==> config.mk <==
export PLATFORM = sky130hd
export DESIGN_NAME = tobt_ctrl
export DESIGN_NICKNAME = d
export VERILOG_FILES = /design/src/rtl/tobt_pkg.sv /design/src/rtl/tobt_ctrl.sv
export SDC_FILE = /design/constraint.sdc
export NUM_CORES = 1
export LEC_CHECK = 0
export BUFFER_PORTS_ARGS = -buffer_cell sky130_fd_sc_hd__clkbuf_2
export CAP_MARGIN = 10
export CORE_AREA = 4 4 41 43
export CTS_CLUSTER_DIAMETER = 30
export DETAILED_ROUTE_END_ITERATION = 6
export DIE_AREA = 0 0 45 47
export PLACE_DENSITY = 0.66
export SLEW_MARGIN = 20
export SYNTH_ARGS = -nofsm -noshare
export SYNTH_HDL_FRONTEND = slang
export SYNTH_SLANG_ARGS = --single-unit
==> constraint.sdc <==
create_clock -name clk -period 1.4 [get_ports clk]
set_input_delay 0.07 -clock clk [delete_from_list [all_inputs] [get_ports clk]]
set_output_delay 0.07 -clock clk [all_outputs]
set_load 0.1 [all_outputs]
==> src/rtl/tobt_pkg.sv <==
// ----------------------------------------------------------------------------
// tobt_pkg
// Shared types for the top-of-book tracker: controller states, read address
// select codes, and the command and status words between control and datapath.
// ----------------------------------------------------------------------------
package tobt_pkg;

  localparam int unsigned PRICE_W = 48;
  localparam int unsigned QTY_W   = 48;

  // controller states
  typedef enum logic [3:0] {
    ST_IDLE,
    ST_SEARCH,
    ST_CMP,
    ST_INS,
    ST_ISH_RD,
    ST_ISH_WR,
    ST_REM,
    ST_RSH_RD,
    ST_RSH_WR,
    ST_QBID,
    ST_QASK
  } state_t;

  // level memory read address select
  typedef enum logic [1:0] {
    RSEL_IDX,
    RSEL_JM1,
    RSEL_JP1
  } rsel_t;

  // controller to datapath
  typedef struct packed {
    logic  load;       // latch the input word, clear the scan index
    logic  rd;         // read the level memory
    rsel_t rsel;       // read address select
    logic  idx_inc;    // advance the scan index
    logic  ins_setup;  // set up the insert shift, grow count if room
    logic  rem_setup;  // set up the remove shift
    logic  j_dec;
    logic  j_inc;
    logic  wr_shift;   // write read data at j
    logic  wr_price;   // write the new price at the slot
    logic  cnt_dec;
    logic  emit_bid;
    logic  emit_ask;
    logic  quote_last;
  } cmd_t;

  // datapath to controller
  typedef struct packed {
    logic idx_end;     // scan index reached the level count
    logic ahead;       // stored level ranks ahead of the new price
    logic equal;       // stored level equals the new price
    logic full;        // side holds the maximum number of levels
    logic remove;      // update removes a level
    logic eom;         // last update of the message
    logic ins_more;    // insert shift has levels left to move
    logic rem_more;    // remove shift has levels left to move
    logic bid_new;     // best bid present and not yet quoted
    logic ask_new;     // best ask present and not yet quoted
  } sts_t;

endpackage

==> src/rtl/tobt_ctrl.sv <==
// ----------------------------------------------------------------------------
// tobt_ctrl
// Sequencer for one level update: scan for the slot, shift levels to insert
// or remove, then at message end check and emit the bid and ask quotes.
// ----------------------------------------------------------------------------
module tobt_ctrl import tobt_pkg::*; (
  input  logic clk,
  input  logic rst,
  input  logic start,
  input  sts_t sts,
  output cmd_t cmd,
  output logic busy
);

  state_t state, state_next;

  always_ff @(posedge clk) begin
    if (rst) begin
      state <= ST_IDLE;
    end else begin
      state <= state_next;
    end
  end

  // next state
  always_comb begin
    state_next = state;
    case (state)
      ST_IDLE: begin
        if (start) state_next = ST_SEARCH;
      end
      ST_SEARCH: begin
        if (sts.idx_end) begin
          // price ranks after every stored level
          if (sts.remove || sts.full) state_next = ST_QBID;
          else                        state_next = ST_INS;
        end else begin
          state_next = ST_CMP;
        end
      end
      ST_CMP: begin
        if (sts.ahead)       state_next = ST_SEARCH;
        else if (sts.equal)  state_next = sts.remove ? ST_REM : ST_QBID;
        else                 state_next = sts.remove ? ST_QBID : ST_INS;
      end
      ST_INS:    state_next = ST_ISH_RD;
      ST_ISH_RD: state_next = sts.ins_more ? ST_ISH_WR : ST_QBID;
      ST_ISH_WR: state_next = ST_ISH_RD;
      ST_REM:    state_next = ST_RSH_RD;
      ST_RSH_RD: state_next = sts.rem_more ? ST_RSH_WR : ST_QBID;
      ST_RSH_WR: state_next = ST_RSH_RD;
      ST_QBID:   state_next = sts.eom ? ST_QASK : ST_IDLE;
      ST_QASK:   state_next = ST_IDLE;
      default:   state_next = ST_IDLE;
    endcase
  end

  // command outputs
  always_comb begin
    cmd      = '0;
    cmd.rsel = RSEL_IDX;
    case (state)
      ST_IDLE: begin
        cmd.load = start;
      end
      ST_SEARCH: begin
        cmd.rd = !sts.idx_end;
      end
      ST_CMP: begin
        cmd.idx_inc = sts.ahead;
      end
      ST_INS: begin
        cmd.ins_setup = 1'b1;
      end
      ST_ISH_RD: begin
        cmd.rd       = sts.ins_more;
        cmd.rsel     = RSEL_JM1;
        cmd.wr_price = !sts.ins_more;
      end
      ST_ISH_WR: begin
        cmd.wr_shift = 1'b1;
        cmd.j_dec    = 1'b1;
      end
      ST_REM: begin
        cmd.rem_setup = 1'b1;
      end
      ST_RSH_RD: begin
        cmd.rd      = sts.rem_more;
        cmd.rsel    = RSEL_JP1;
        cmd.cnt_dec = !sts.rem_more;
      end
      ST_RSH_WR: begin
        cmd.wr_shift = 1'b1;
        cmd.j_inc    = 1'b1;
      end
      ST_QBID: begin
        cmd.emit_bid   = sts.eom && sts.bid_new;
        cmd.quote_last = !sts.ask_new;
      end
      ST_QASK: begin
        cmd.emit_ask   = sts.ask_new;
        cmd.quote_last = 1'b1;
      end
      default: begin
        cmd = '0;
      end
    endcase
  end

  assign busy = (state != ST_IDLE);

endmodule

==> impl_metrics.ini, run 1 <==
[synthesis]
synth_enable_flop_cells = 0
share_of_the_synthesized_area_in_compound_gates_ao_oa_aoi_oai_pct = 24.7
asyncSetResetFlopFracSynth_pct = 0
syn-num-nets = 85
synth_seq_cells = 4
synth-seq-area-share_pct = 16.0
post_syn_area_per_cell_sq_um = 7.07
synth_warnings = 0
synthCells = 71
synth_common_cells = 8 x nor2_1, 7 x nand2b_1, 5 x nand2_1, 5 x nor3_1, 4 x dfxtp_1
post_synth_mux_area_share_pct = 0
largest_family_of_logic_cells_by_synthesized_area = simple AND/OR/NAND/NOR gates
synth-simple-area-share_pct = 48.4
synth_top_cell_by_area = dfxtp_1
synth_flop_cell = dfxtp_1
ys_types = 36
synth.area.top_cells = dfxtp_1 16%, nand2b_1 8.7%, nor2_1 6.0%, nor3_1 5.0%, nor3b_1 4.5%
yosysTopAreaCellShare_pct = 16.0
synth_most_common_cell = nor2_1
netlist_area_sq_um = 502
synth-adder-area-share_pct = 2.49
synthXorXnorAreaFrac_pct = 1.75

[placed_design]
io_buffers = 28
place_inst = 124
dp_hpwl_microns = 1580
gp_congestion = 0.837
dpl_ws_ns = 0.00398

[floorplanning]
vertical_die_dimension_microns = 47
top_level_ports = 29
die_x_microns = 45
cell_rows = 13
floorplan.initialDensity_pct = 38.6

[cts]
cts_buffers = 3
cts_num_sinks = 4
holdBufCountCts = 0
cts-root-to-sink-buffers = 2
cts_post_setup_buffers_inserted = 8
clock_tree.root_cell = clkbuf_4
cts.htree.levels = 1
cts-resized-gates = 23

[outcome]
outcome.stop_stage = clock tree synthesis (4_1_cts)
stop_error = [ERROR DPL-0038] Utilization greater than 100%, impossible to legalize
outcome = stopped before the end
[logic make-up after synthesis]
| logic type | count (synthesis) |
|---|---|
| AOI/OAI and AO/OA | 17 |
| xor gates and xnor gates | 1 |
| adders and majority gates | 1 |
| buffers and inverters | 6 |
| DFF | 4 |
| and+or+nand+nor | 42 |
[stage by stage]
step | cell area (sq um) | hold WS [ns]
2_1_floorplan | 693 | 0.240
3_3_place_gp | 1150 | 0.372
3_5_place_dp | 1150 | 0.383
==> inputs of run 2 (changes only) <==
- CORE_AREA: 4 4 41 43 -> 4 4 65 67
- CTS_CLUSTER_DIAMETER: 30 -> unset
- DIE_AREA: 0 0 45 47 -> 0 0 69 71
- PLACE_DENSITY: 0.66 -> unset
- PLACE_DENSITY_LB_ADDON: unset -> 0.15
==> impl_metrics.ini, run 2 <==
[outcome]
outcome = finished, violations left
violations = setup timing

[placed_design]
gp_congestion = 0.815
dp_hpwl_microns = 1720
dpl_ws_ns = -0.00145
place_inst = 158
io_buffers = 28

[sta]
finalSetupViolCount = 2
timing.final.ws_setup_ns = -0.0224
grt_setup_unrepaired = true
final.hold.worst_slack_ns = 0.138
timing.fmax_mhz = 703
tightestPinTransition_ns = 0.323
fin_skew_ns = 0.00785
relSlewSlack_pct = 78.3
fin_crit_sh_pct = 102
slew_violations = 0
crit_path_time_final_ns = 1.42
final_hold_viol_count = 0

[cts]
cts.htree.levels = 1
cts-root-to-sink-buffers = 2
cts_buffers = 3
tritoncts = built
clk_transition_reported_paths_ns = 0.03
clock_tree.root_cell = clkbuf_8
holdBufCountCts = 0
clkLatencyLatePin_ns = 0.22
cts_num_sinks = 4

[global_routing]
first_global_vias = 773
grt_first_pass_wirelength_microns = 3640
grt_max_degree = 9
globalRoute.totalOverflow = 0
antenna_found_initial = 0
globalRouteTotalUtil_pct = 9.23

[critical_path]
critPathRequiredTime_ns = 1.33
timing.critical_path.arrival_ns = 1.35
cp-startpoint = state[3]$_SDFFE_PP0P_
timing.rr.end = state[3]$_SDFFE_PP0P_
end_kind = output pin
crit_type = reg2out
crit_path_end = cmd[13]
crit_path_start_kind = flip-flop
critical_path_peak_fanout = 7
r2r-start = state[0]$_SDFFE_PP0P_
ff2ff_setup_slack_ns = 0.10
rr_worst_depth = 4

[synthesis]
asyncSetResetFlopFracSynth_pct = 0
netlist_area_sq_um = 502
yosysTopAreaCellShare_pct = 16.0
synthCells = 71
synthXorXnorAreaFrac_pct = 1.75
synth_flop_cell = dfxtp_1
synth_seq_cells = 4
synth_warnings = 0
synth_top_cell_by_area = dfxtp_1
share_of_the_synthesized_area_in_compound_gates_ao_oa_aoi_oai_pct = 24.7
post_syn_area_per_cell_sq_um = 7.07
synth_most_common_cell = nor2_1
post_synth_mux_area_share_pct = 0
synth_common_cells = 8 x nor2_1, 7 x nand2b_1, 5 x nand2_1, 5 x nor3_1, 4 x dfxtp_1
synth.area.top_cells = dfxtp_1 16%, nand2b_1 8.7%, nor2_1 6.0%, nor3_1 5.0%, nor3b_1 4.5%
ys_types = 36
synth_enable_flop_cells = 0
synth-seq-area-share_pct = 16.0
synth-simple-area-share_pct = 48.4
largest_family_of_logic_cells_by_synthesized_area = simple AND/OR/NAND/NOR gates
syn-num-nets = 85
synth-adder-area-share_pct = 2.49

[finish]
fillCellCount = 381
relative_area_change_from_synthesis_to_final_layout_pct = 185
flip_flop_count_of_the_largest_register_all_copies_and_words_added = 4
reg_top3 = state (4)
drive_gt1_share_pct = 76.0
layout_commonest_cell = buf_4
insertedDiodeCount = 0
largest-register = state
finish.cell_count_without_fillers = 173
layout_common_cells = 24 x buf_4, 17 x buf_12, 12 x clkbuf_2
nNetsFinal = 141

[floorplanning]
dieArea_sq_um = 4900
floorplan.initialDensity_pct = 13.8
die_x_microns = 69
core_region_area_sq_um = 3630
vertical_die_dimension_microns = 71
cell_rows = 22
top_level_ports = 29

[pwr]
peakVddDrop_v = 0.000305
p_per_cell_area_nw_per_um2 = 823
power_leakage_nw = 0.577

[job]
maxCapViolations = 0

[route]
detail_route.wl_per_cell_microns = 12.4
route.antenna.remaining_nets = 0
wl_met2_microns = 1030
detailroute.via_count = 727
wirelength_microns = 2150
drt-vias-per-instance = 4.20
met3_wirelength_microns = 112
dr.pass1.iters = 4
drc = 0
met1Wirelength_microns = 941
dr.max_layer_used = met4
first_iter_violations = 11

[hold_path]
worstHoldPathType = in2reg
-- run 2: layout make-up --
cell class / instances / area, sq um / share of cell area [%]
Inverter: 1 / 3.75 / 0.263
Multi-Input combinational cell: 61 / 614 / 43.0
Sequential cell: 4 / 95.1 / 6.65
Tap cell: 48 / 60.1 / 4.20
Clock buffer: 3 / 41.3 / 2.89
Timing Repair Buffer: 56 / 614 / 43.0
-- run 2: power breakdown --
group	switching (W)	internal, W	leakage [nW]
registers	0.0000306	0.000129	0.0356
logic	0.000439	0.000325	0.520
clock network	0.0000682	0.000184	0.0216
total	0.000538	0.000638	0.577
-- run 2: how the worst min path moves through the flow --
stage,to,start,cells after the start,slack [ns]
2_1_floorplan,state[3]$_SDFFE_PP0P_,start,2,0.24
3_3_place_gp,state[3]$_SDFFE_PP0P_,rst,4,0.38
3_5_place_dp,state[3]$_SDFFE_PP0P_,rst,4,0.38
4_1_cts,state[3]$_SDFFE_PP0P_,rst,4,0.15
5_1_grt,state[3]$_SDFFE_PP0P_,rst,4,0.16
6_report,state[3]$_SDFFE_PP0P_,rst,4,0.14
-- run 2: timing repair --
item                                    4_1_cts  5_1_grt
gates resized for setup                      14       11
pin swaps                                     5        1
setup buffers                                 7        5
endpoints found under the setup margin       14       13
-- run 2: per-stage QoR --
step / total power, W / instance area (sq um) / setup TNS [ns] / util [%]
2_1_floorplan: 0.000602 / 693 / -2.57 / -
3_3_place_gp: 0.000827 / 1200 / -0.0207 / 33.1
3_5_place_dp: 0.000828 / 1200 / -0.00145 / 33.1
4_1_cts: 0.00114 / 1350 / -0.127 / 37.2
5_1_grt: 0.00123 / 1430 / -0.271 / 39.3
6_report: 0.00118 / 1430 / -0.0229 / 39.3
-- run 2: cell families (layout without fill, tap and decap cells) --
family                     Yosys count  after routing
xor gates and xnor gates             1              1
and+or+nand+nor                     42             42
AOI/OAI and AO/OA                   17             17
buffers and inverters                6             60
DFF                                  4              4
adders and majority gates            1              1
-- run 2: routing by layer --
layer,up-vias,track usage (%)
li1,367,-
met1,327,11.2
met2,28,14.8
met3,5,2.27
met4,0,5.21
met5,-,0
-- run 2: worst max-delay path: stages, from the launching register on --
cell      delay (ns)
dfxtp_4         0.35
nand2b_4        0.20
nor3_4          0.22
nand2_2         0.11
nand3_4         0.08
buf_12          0.17
Power figures use the tool's default switching activity.
